--- src/rtl/core/mi_pkg.sv ---
package mi_pkg;

  localparam int DATA_BITS_DEFAULT = 31;
  localparam logic [63:0] MODULUS_RESET = 64'd1000000007;

  typedef enum logic [2:0] {
    ST_IDLE,
    ST_CHECK,
    ST_GROW,
    ST_DIV,
    ST_UPDATE,
    ST_REDUCE,
    ST_FINISH
  } state_t;

  // controller -> datapath
  typedef struct packed {
    logic load;
    logic grow;
    logic div;
    logic update;
    logic reduce;
    logic finish;
  } cmd_t;

  // datapath -> controller
  typedef struct packed {
    logic a_zero;
    logic grow_ok;
    logic k_zero;
    logic rem_zero;
  } status_t;

endpackage

--- src/rtl/core/mi_in_if.sv ---
interface mi_in_if #(
  parameter int DATA_BITS = mi_pkg::DATA_BITS_DEFAULT
);
  logic                 valid;
  logic                 ready;
  logic [DATA_BITS-1:0] value;

  modport source (output valid, output value, input ready);
  modport sink   (input valid, input value, output ready);
endinterface

--- src/rtl/core/mi_out_if.sv ---
interface mi_out_if #(
  parameter int DATA_BITS = mi_pkg::DATA_BITS_DEFAULT
);
  logic                 valid;
  logic                 ready;
  logic [DATA_BITS-1:0] inverse_value;
  logic                 coprime;

  modport source (output valid, output inverse_value, output coprime, input ready);
  modport sink   (input valid, input inverse_value, input coprime, output ready);
endinterface

--- src/rtl/core/modular_inverse.sv ---
// Modular inverse by the extended Euclidean algorithm.
//
// operand (valid/ready): one beat carries a value to invert. result
// (valid/ready): one beat per operand with inverse_value, reduced into
// 0..modulus-1, and coprime, set when gcd(value, modulus) is 1.
// cfg_we/cfg_data write the modulus; write only while the block is idle.
//
// One operand is worked on at a time. Each Euclid step runs a
// shift-subtract divider: it aligns the divisor by shifting it left by k,
// peels quotient bits from position k down to zero (the product q*cv is
// built in the same pass), then rotates the remainder and coefficient
// pairs, where k is the bit length of the step's quotient minus one.
// A zero operand skips the divider. operand.ready is high only
// between items.
//
// Reset clears the state machine and the result slot and loads the
// default modulus 1000000007. When the receiver stalls, the result is held
// in its output register; the next operand is accepted meanwhile and runs
// up to its final cycle, where it waits for the slot to drain.
module modular_inverse #(
  parameter int DATA_BITS = mi_pkg::DATA_BITS_DEFAULT
) (
  input  logic                 clk,
  input  logic                 rst,
  input  logic                 cfg_we,
  input  logic [DATA_BITS-1:0] cfg_data,
  mi_in_if.sink                operand,
  mi_out_if.source             result
);

  localparam logic [DATA_BITS-1:0] MOD_RESET = mi_pkg::MODULUS_RESET[DATA_BITS-1:0];

  logic [DATA_BITS-1:0] modulus;
  logic                 out_valid;
  logic [DATA_BITS-1:0] out_inverse;
  logic                 out_coprime;
  logic                 out_free;

  mi_pkg::cmd_t         cmd;
  mi_pkg::status_t      status;
  logic [DATA_BITS-1:0] dp_inverse;
  logic                 dp_coprime;

  // modulus register: plain write, no read-back
  always_ff @(posedge clk) begin
    if (rst) begin
      modulus <= MOD_RESET;
    end else if (cfg_we) begin
      modulus <= cfg_data;
    end
  end

  // result slot may be refilled in the cycle it drains
  assign out_free = !out_valid || result.ready;

  always_ff @(posedge clk) begin
    if (rst) begin
      out_valid <= 1'b0;
    end else if (cmd.finish) begin
      out_valid <= 1'b1;
    end else if (result.ready) begin
      out_valid <= 1'b0;
    end
  end

  // hold the payload until the beat is taken
  always_ff @(posedge clk) begin
    if (cmd.finish) begin
      out_inverse <= dp_inverse;
      out_coprime <= dp_coprime;
    end
  end

  assign result.valid         = out_valid;
  assign result.inverse_value = out_inverse;
  assign result.coprime       = out_coprime;

  mi_ctrl u_ctrl (
    .clk      (clk),
    .rst      (rst),
    .in_valid (operand.valid),
    .in_ready (operand.ready),
    .out_free (out_free),
    .status   (status),
    .cmd      (cmd)
  );

  mi_datapath #(
    .DATA_BITS (DATA_BITS)
  ) u_datapath (
    .clk           (clk),
    .cmd           (cmd),
    .status        (status),
    .modulus       (modulus),
    .value         (operand.value),
    .inverse_value (dp_inverse),
    .coprime       (dp_coprime)
  );

endmodule

--- src/rtl/core/mi_ctrl.sv ---
module mi_ctrl (
  input  logic             clk,
  input  logic             rst,
  input  logic             in_valid,
  output logic             in_ready,
  input  logic             out_free,
  input  mi_pkg::status_t  status,
  output mi_pkg::cmd_t     cmd
);

  mi_pkg::state_t state, state_next;

  always_ff @(posedge clk) begin
    if (rst) begin
      state <= mi_pkg::ST_IDLE;
    end else begin
      state <= state_next;
    end
  end

  always_comb begin
    state_next = state;
    unique case (state)
      mi_pkg::ST_IDLE: begin
        if (in_valid) state_next = mi_pkg::ST_CHECK;
      end
      mi_pkg::ST_CHECK: begin
        state_next = status.a_zero ? mi_pkg::ST_REDUCE : mi_pkg::ST_GROW;
      end
      mi_pkg::ST_GROW: begin
        if (!status.grow_ok) state_next = mi_pkg::ST_DIV;
      end
      mi_pkg::ST_DIV: begin
        if (status.k_zero) state_next = mi_pkg::ST_UPDATE;
      end
      mi_pkg::ST_UPDATE: begin
        state_next = status.rem_zero ? mi_pkg::ST_REDUCE : mi_pkg::ST_GROW;
      end
      mi_pkg::ST_REDUCE: begin
        state_next = mi_pkg::ST_FINISH;
      end
      mi_pkg::ST_FINISH: begin
        if (out_free) state_next = mi_pkg::ST_IDLE;
      end
      default: begin
        state_next = mi_pkg::ST_IDLE;
      end
    endcase
  end

  always_comb begin
    cmd      = '0;
    in_ready = 1'b0;
    unique case (state)
      mi_pkg::ST_IDLE: begin
        in_ready = 1'b1;
        cmd.load = in_valid;
      end
      mi_pkg::ST_CHECK: begin
      end
      mi_pkg::ST_GROW: begin
        cmd.grow = status.grow_ok;
      end
      mi_pkg::ST_DIV: begin
        cmd.div = 1'b1;
      end
      mi_pkg::ST_UPDATE: begin
        cmd.update = 1'b1;
      end
      mi_pkg::ST_REDUCE: begin
        cmd.reduce = 1'b1;
      end
      mi_pkg::ST_FINISH: begin
        cmd.finish = out_free;
      end
      default: begin
      end
    endcase
  end

endmodule

--- src/rtl/core/mi_datapath.sv ---
module mi_datapath #(
  parameter int DATA_BITS = mi_pkg::DATA_BITS_DEFAULT
) (
  input  logic                 clk,
  input  mi_pkg::cmd_t         cmd,
  output mi_pkg::status_t      status,
  input  logic [DATA_BITS-1:0] modulus,
  input  logic [DATA_BITS-1:0] value,
  output logic [DATA_BITS-1:0] inverse_value,
  output logic                 coprime
);

  // coefficients stay within +-modulus; two spare bits cover the sign
  localparam int CW = DATA_BITS + 2;
  localparam int KW = $clog2(DATA_BITS);

  logic [DATA_BITS-1:0] m_reg;     // remainder pair, larger
  logic [DATA_BITS-1:0] a_reg;     // remainder pair, smaller
  logic [DATA_BITS:0]   d_reg;     // shifted divisor
  logic [KW-1:0]        k_reg;     // quotient bit position
  logic [CW-1:0]        prod;      // quotient times cv, built MSB first
  logic [CW-1:0]        cu;
  logic [CW-1:0]        cv;
  logic [DATA_BITS-1:0] red;       // reduced magnitude
  logic                 neg_reg;

  logic [DATA_BITS:0]   d_dbl;
  logic                 qbit;
  logic                 cu_neg;
  logic [CW-1:0]        mag;
  logic [CW-1:0]        mag_sub;
  logic                 mag_ge;
  logic                 mod_zero;

  assign d_dbl   = {d_reg[DATA_BITS-1:0], 1'b0};
  assign qbit    = {1'b0, m_reg} >= d_reg;
  assign cu_neg  = cu[CW-1];
  assign mag     = cu_neg ? (~cu + CW'(1)) : cu;
  assign mag_sub = mag - CW'(modulus);
  assign mag_ge  = mag >= CW'(modulus);

  assign status.a_zero   = (a_reg == '0);
  assign status.grow_ok  = (d_dbl <= {1'b0, m_reg});
  assign status.k_zero   = (k_reg == '0);
  assign status.rem_zero = (m_reg == '0);

  always_ff @(posedge clk) begin
    if (cmd.load) begin
      m_reg <= modulus;
      a_reg <= value;
      d_reg <= {1'b0, value};
      k_reg <= '0;
      prod  <= '0;
      cu    <= '0;
      cv    <= CW'(1);
    end else if (cmd.grow) begin
      d_reg <= d_dbl;
      k_reg <= k_reg + KW'(1);
    end else if (cmd.div) begin
      if (qbit) m_reg <= m_reg - d_reg[DATA_BITS-1:0];
      prod  <= {prod[CW-2:0], 1'b0} + (qbit ? cv : '0);
      d_reg <= d_reg >> 1;
      k_reg <= k_reg - KW'(1);
    end else if (cmd.update) begin
      // m_reg holds the remainder here: rotate the pairs
      m_reg <= a_reg;
      a_reg <= m_reg;
      d_reg <= {1'b0, m_reg};
      k_reg <= '0;
      prod  <= '0;
      cu    <= cv;
      cv    <= cu - prod;
    end else if (cmd.reduce) begin
      red     <= mag_ge ? mag_sub[DATA_BITS-1:0] : mag[DATA_BITS-1:0];
      neg_reg <= cu_neg;
    end
  end

  assign mod_zero      = (modulus == '0);
  assign inverse_value = mod_zero ? '0 :
                         ((neg_reg && red != '0) ? (modulus - red) : red);
  assign coprime       = !mod_zero && (m_reg == DATA_BITS'(1));

endmodule

--- src/flat_wrapper.sv ---
// flat-port wrapper written by rule: the top's interface ports become plain ports
module modular_inverse_flat 
#(
  parameter int DATA_BITS = mi_pkg::DATA_BITS_DEFAULT
)
  (clk, rst, cfg_we, cfg_data, operand_valid, operand_value, operand_ready, result_valid, result_inverse_value, result_coprime, result_ready);
  mi_in_if #(.DATA_BITS(DATA_BITS)) operand_i ();
  mi_out_if #(.DATA_BITS(DATA_BITS)) result_i ();
  input  logic clk;
  input  logic rst;
  input  logic cfg_we;
  input  logic [DATA_BITS-1:0] cfg_data;
  input wire logic [$bits(operand_i.valid)-1:0] operand_valid;
  input wire logic [$bits(operand_i.value)-1:0] operand_value;
  output wire logic [$bits(operand_i.ready)-1:0] operand_ready;
  output wire logic [$bits(result_i.valid)-1:0] result_valid;
  output wire logic [$bits(result_i.inverse_value)-1:0] result_inverse_value;
  output wire logic [$bits(result_i.coprime)-1:0] result_coprime;
  input wire logic [$bits(result_i.ready)-1:0] result_ready;
  assign operand_i.valid = operand_valid;
  assign operand_i.value = operand_value;
  assign operand_ready = operand_i.ready;
  assign result_valid = result_i.valid;
  assign result_inverse_value = result_i.inverse_value;
  assign result_coprime = result_i.coprime;
  assign result_i.ready = result_ready;
  modular_inverse #(.DATA_BITS(DATA_BITS)) u_core (.clk(clk), .rst(rst), .cfg_we(cfg_we), .cfg_data(cfg_data), .operand(operand_i), .result(result_i));
endmodule
--- config.mk ---
export PLATFORM = sky130hd
export DESIGN_NAME = modular_inverse_flat
export DESIGN_NICKNAME = d
export VERILOG_FILES = /design/src/rtl/core/mi_pkg.sv /design/src/rtl/core/mi_in_if.sv /design/src/rtl/core/mi_out_if.sv /design/src/rtl/core/modular_inverse.sv /design/src/rtl/core/mi_ctrl.sv /design/src/rtl/core/mi_datapath.sv /design/src/flat_wrapper.sv
export SDC_FILE = /design/constraint.sdc
export NUM_CORES = 1
export LEC_CHECK = 0
export ABC_AREA = 1
export BUFFER_PORTS_ARGS = -buffer_cell sky130_fd_sc_hd__clkbuf_2
export CORE_MARGIN = 2
export CORE_UTILIZATION = 40
export CTS_CLUSTER_SIZE = 10
export DETAILED_ROUTE_END_ITERATION = 16
export HOLD_SLACK_MARGIN = 0.06
export SETUP_SLACK_MARGIN = 0.02
export SYNTH_ARGS = -nofsm -noshare
export SYNTH_HDL_FRONTEND = slang
export SYNTH_SLANG_ARGS = --single-unit
--- constraint.sdc ---
create_clock -name clk -period 11.2 [get_ports clk]
set_input_delay 0 -clock clk [delete_from_list [all_inputs] [get_ports clk]]
set_output_delay 0 -clock clk [all_outputs]
set_load 0.05 [all_outputs]
# == Word level (Yosys, flattened, before mapping) ==
# Cells that the tools add are included.
# totals
latchBits,0
mem_bits_ro,0
mem_bits_rw,0
inputBits,67
memories,0
wordCells,106
register_bits,297
# classes
multipliers,0
n_div,0
n_addsub,8
bitwise,5
n_eq_ne,14
n_reduce_logical,23
shift,0
order_cmp,3
n_mux,38
# ops
operator,n
$mux 31,12
$mux 33,4
$mux 32,3
$logic_not 31->1,3
$sub 31x31->31,3
$add 33x1->33 const B,1
$add 33x33->33,1
$ge 33x31->1,1
$not 33->33,1
$sub 33x33->33,1
$ge 31x32->1,1
$le 32x31->1,1
$eq 31x1->1 const B,1
$reduce_bool 31->1,1
$pmux 3 s7,1
$mux 3,6
$mux 5,3
$eq 3x3->1 const B,3
$mux 1,9
$reduce_and 3->1,3
$eq 3x2->1 const B,2
$ne 2x1->1 const B,3
$ne 2x2->1 const B,3
$reduce_bool 2->1,3
other kinds (15),21

# == Depth between registers and ports, before layout ==
# depth
word_depth,6
depth_mapped,30

# == Hierarchy ==
# From an unflattened synthesis, not the netlist that was laid out.
# unflattened
hier_cells,3411
area_unflattened_um2,23722.8
# by_module_without_submodules
module,area_per_inst_um2,cells_each,instances
mi_datapath,21398.0,3191,1
modular_inverse,2058.2,172,1
mi_ctrl,266.5,48,1

# == Least setup slack after synthesis ==
# Ideal clock, no wire load.
# synth_timing
path_kind,register to register
from,reg u_core.u_datapath.m_reg[0]
to,reg u_core.u_datapath.prod[19]
t_arrival_ns,3.610
required_time_ns,11.076
slack_ns,7.466
synth_period_minus_slack_ns,3.734
stages_incl_launch_ff,29
n_path_buf,1
cell_sequence,edfxtp_1 inv_1 ha_1 fa_1 inv_1 nand2_1 nand2_1 nand3_1 nand2_1 nand2_1 nand3_1 nand2_1 nand2_1 inv_1 buf_2 nor2_1 ha_1 inv_1 fa_1 inv_1 nand2_1 a21oi_1 nand2_1 nand2_1 a21o_1 nand2_1 and3_1 o21ai_0 o21ai_0
# synth_between
elab_chain_cells,4
elab_cells_between_ends,8
classes_between,add/sub: 1; order compare: 2; mux: 3; bitwise: 1; reduce/logical: 1
# synth_lines
item,line_no,source
start: declaration,mi_datapath.sv:17,logic [DATA_BITS-1:0] m_reg;
start signal: assignment,mi_datapath.sv:49,m_reg <= modulus;
start signal: assignment,mi_datapath.sv:60,if (qbit) m_reg <= m_reg - d_reg[DATA_BITS-1:0];
start signal: assignment,mi_datapath.sv:66,m_reg <= a_reg;
$ge 31x32->1 or $le 32x31->1 (tied branches),"mi_datapath.sv:36, mi_datapath.sv:43",
$mux 33 or $mux 1 (tied branches),"mi_datapath.sv:61, mi_ctrl.sv:54",
$add 33x33->33 or $not 1->1 (tied branches),-,
$mux 33 or $reduce_and 2->1 (tied branches),-,
end signal: assignment,mi_datapath.sv:61,"prod <= {prod[CW-2:0], 1'b0} + (qbit ? cv : '0);"
end: declaration,mi_datapath.sv:21,logic [CW-1:0] prod;
# Several ways; a longest one is shown, not always the timed one.
# A chain may end at the register's enable or synchronous reset.

# == Worst setup path in the final report ==
# Ends and elaborated chain as after synthesis.

==> metrics <==
Slew Viols, Final=0; number of global-route vias before repair=23.2k; area grow syn2layout=13.5%; total grt overflow=0; Reg2Reg Capture Point=u_core.u_datapath.prod[19]; Inst Count DP=between 4k and 5k; Int Pwr=3180 µW; CP Depth=27; asr flop ratio synth=0%; Worst Path Arrival=5280 ps; Reg clk slew, reported paths=approximately 60 ps; Yosys cell types=50; initial antenna violation count=0; drt wl/cell=18.2 µm; placer congestion estimate=0.979; P_leak=0.0131 µW; Mapped Area=roughly 24000 µm²; Seq cells post-synth=around 300; Min-Delay Startpoint=cfg_we; Net Sw Frac=47.8%; EDFF count, synth=157; biggest regs=u_core.u_datapath.cu x33, u_core.u_datapath.cv x33, u_core.u_datapath.prod x33; first-pass GRT wire length=129000 µm; Slew Limit Headroom=20.8%; maximum root-to-sink buffer count=3; CP Max Fanout=30; Comb power frac=53.3%; Iteration-0 DRC Markers=1864; DR vias=24.4k; worst-margin pin slew=1180 ps; Initial Utilization=40.3%; peak supply drop=0.139 mV; crit end category=register; sequential share of the synthesized area=31.0%; count leader, synth=nand2_1; DR pass1 iterations=6; CTS tree=yes; H-tree depth=2; drt via density=5.37; Ant. Diodes=0; Crit Reg-Reg Startpoint=u_core.u_datapath.m_reg[0]; leading post-synthesis cells by cell area=edfxtp_1, nand2_1, dfxtp_1; Clk pwr share=19.6%; share of post-route cells with drive strength above 1=roughly 5.4%; post-synth top area share=approximately a fifth; sequential fraction of design power=27.1%; Hold Crit Endpoint=u_core.modulus[2]; Period minus WS final=between 4000 and 5000 ps; unrepaired setup endpoints after global routing=no; Crit Path Category=reg2reg; Yosys top cell by area=edfxtp_1; Syn Area/Cell=6.75 µm²; CORE AREA=60100 µm²; WP data required=11610 ps; max-cap violations=0; worst hold path depth=2; Top Ports=101; CTS resizes=0; Syn. warnings=0; Top Family by Delay on Critical Path=simple AND/OR/NAND/NOR gates; largest net degree at the start of global routing=96; Hold Vio Cnt, Final=0; Crit path top cell by count=nand2_1; CP max stage cell=inv_1; Synth Flop Type=edfxtp_1; DP Area=~25000 µm²; Final setup viols=0; final wirelength=82700 µm; DRC errors left=0; PortBufs=100; maximum clock frequency=205 MHz; setup ws final=6330 ps; GRT Overall Usage=25.9%; Detail Placement HPWL=63900 µm; final-stage net count=3998; Mapped Cells=3590; Worst R2R Path Depth=27; net switching power figure=2900 µW; setup tns final=0 ps; critical path buffer and inverter count=5; pre-CTS setup slack=6400 ps; Hold Path Class=in2reg; Commonest cells post-synth=nand2_1, inv_1, nor2_1, a21oi_1, o21ai_0; latest clock arrival within the worst-skew pair=between 500 and 600 ps; postcts setup bufs=0; std cell rows=90; PD cells=221 nW/µm²; fin area=27500 µm²; die footprint=62500 µm²; die width=250 µm; Clock Skew=26.9 ps; Critical Path Start Type=register; TritonCTS buffer count=39; CP max stage delay=500 ps; final worst-path cycle share=a little over two fifths; cts hold-fix bufs=91; Root Buffer=clkbuf_16; fin cells=4548; R2R setup slack=6330 ps; Antenna Nets Post-Route=0; Die Y=250 µm; CTS Sinks=297; Post-Syn Nets=3851; status=finished clean
[stage by stage]
step	hold WS, ps	util, %	power (µW)
final	142	45.7	6080
after global routing	183	45.7	6560
after CTS	87.2	45.7	6060
after detailed placement	226	42.2	4820
after global placement	227	42.2	4810
after floorplan	122	-	3950
[metal layers]
metal | up-vias | global-route usage, % | share of wire [%]
met5 | - | 0 | 0
met4 | 0 | 11.4 | 4.5
met3 | 154 | 2.90 | 5.2
met2 | 759 | 43.2 | 46
met1 | 11200 | 33.8 | 44
li1 | 12300 | - | -
[worst max path at each step]
stage	startpoint	to	slack, ps
global placement	u_core.u_datapath.m_reg[0]	u_core.u_datapath.prod[19]	6540
CTS	u_core.u_datapath.m_reg[0]	u_core.u_datapath.prod[19]	6350
floorplan	u_core.u_datapath.m_reg[0]	u_core.u_datapath.prod[19]	7470
finish	u_core.u_datapath.m_reg[0]	u_core.u_datapath.prod[19]	6330
detailed placement	u_core.u_datapath.m_reg[0]	u_core.u_datapath.prod[19]	6400
global route	u_core.u_datapath.m_reg[0]	u_core.u_datapath.prod[19]	5880
[power by group through the flow]
stage	combinational [µW]	sequential [µW]	clock [µW]
6_report	3240	1650	1190
5_1_grt	3640	1670	1260
4_1_cts	3200	1640	1210
3_5_place_dp	3150	1660	0
3_3_place_gp	3150	1660	0
2_1_floorplan	2360	1590	0
[area by class of cell]
type / count / area [µm²]
multi-input cells: 2708 / 14500
well taps: 782 / 978
clock inverters: 10 / 71.3
fillers: 6388 / 32600
inverters: 485 / 1820
clock buffers: 60 / 1110
repair buffers: 206 / 1520
flip-flops and latches: 297 / 7520
[cell usage in the layout, fill, tap and decap left out, types with 27 or more instances in the layout]
master and instances:
a21oi_1 327, dfxtp_1 140, nand2_1 843, nor2_1 343, dlygate4sd3_1 91, ha_1 189, o211ai_1 27, clkbuf_16 40
o21ai_0 327, o21bai_1 30, xor2_1 69, edfxtp_1 157, xnor2_1 29, inv_1 479, clkbuf_2 100, nand4_1 40
nor3_1 49, nand3_1 271
[kinds of logic after synthesis]
family	share of synthesized area (%)
fa+ha+maj	10.2
simple gates	28.2
xor+xnor	3.54
flops	31.0
buf+inv	9.36
compound gates	17.7
Power figures use the tool's default switching activity.
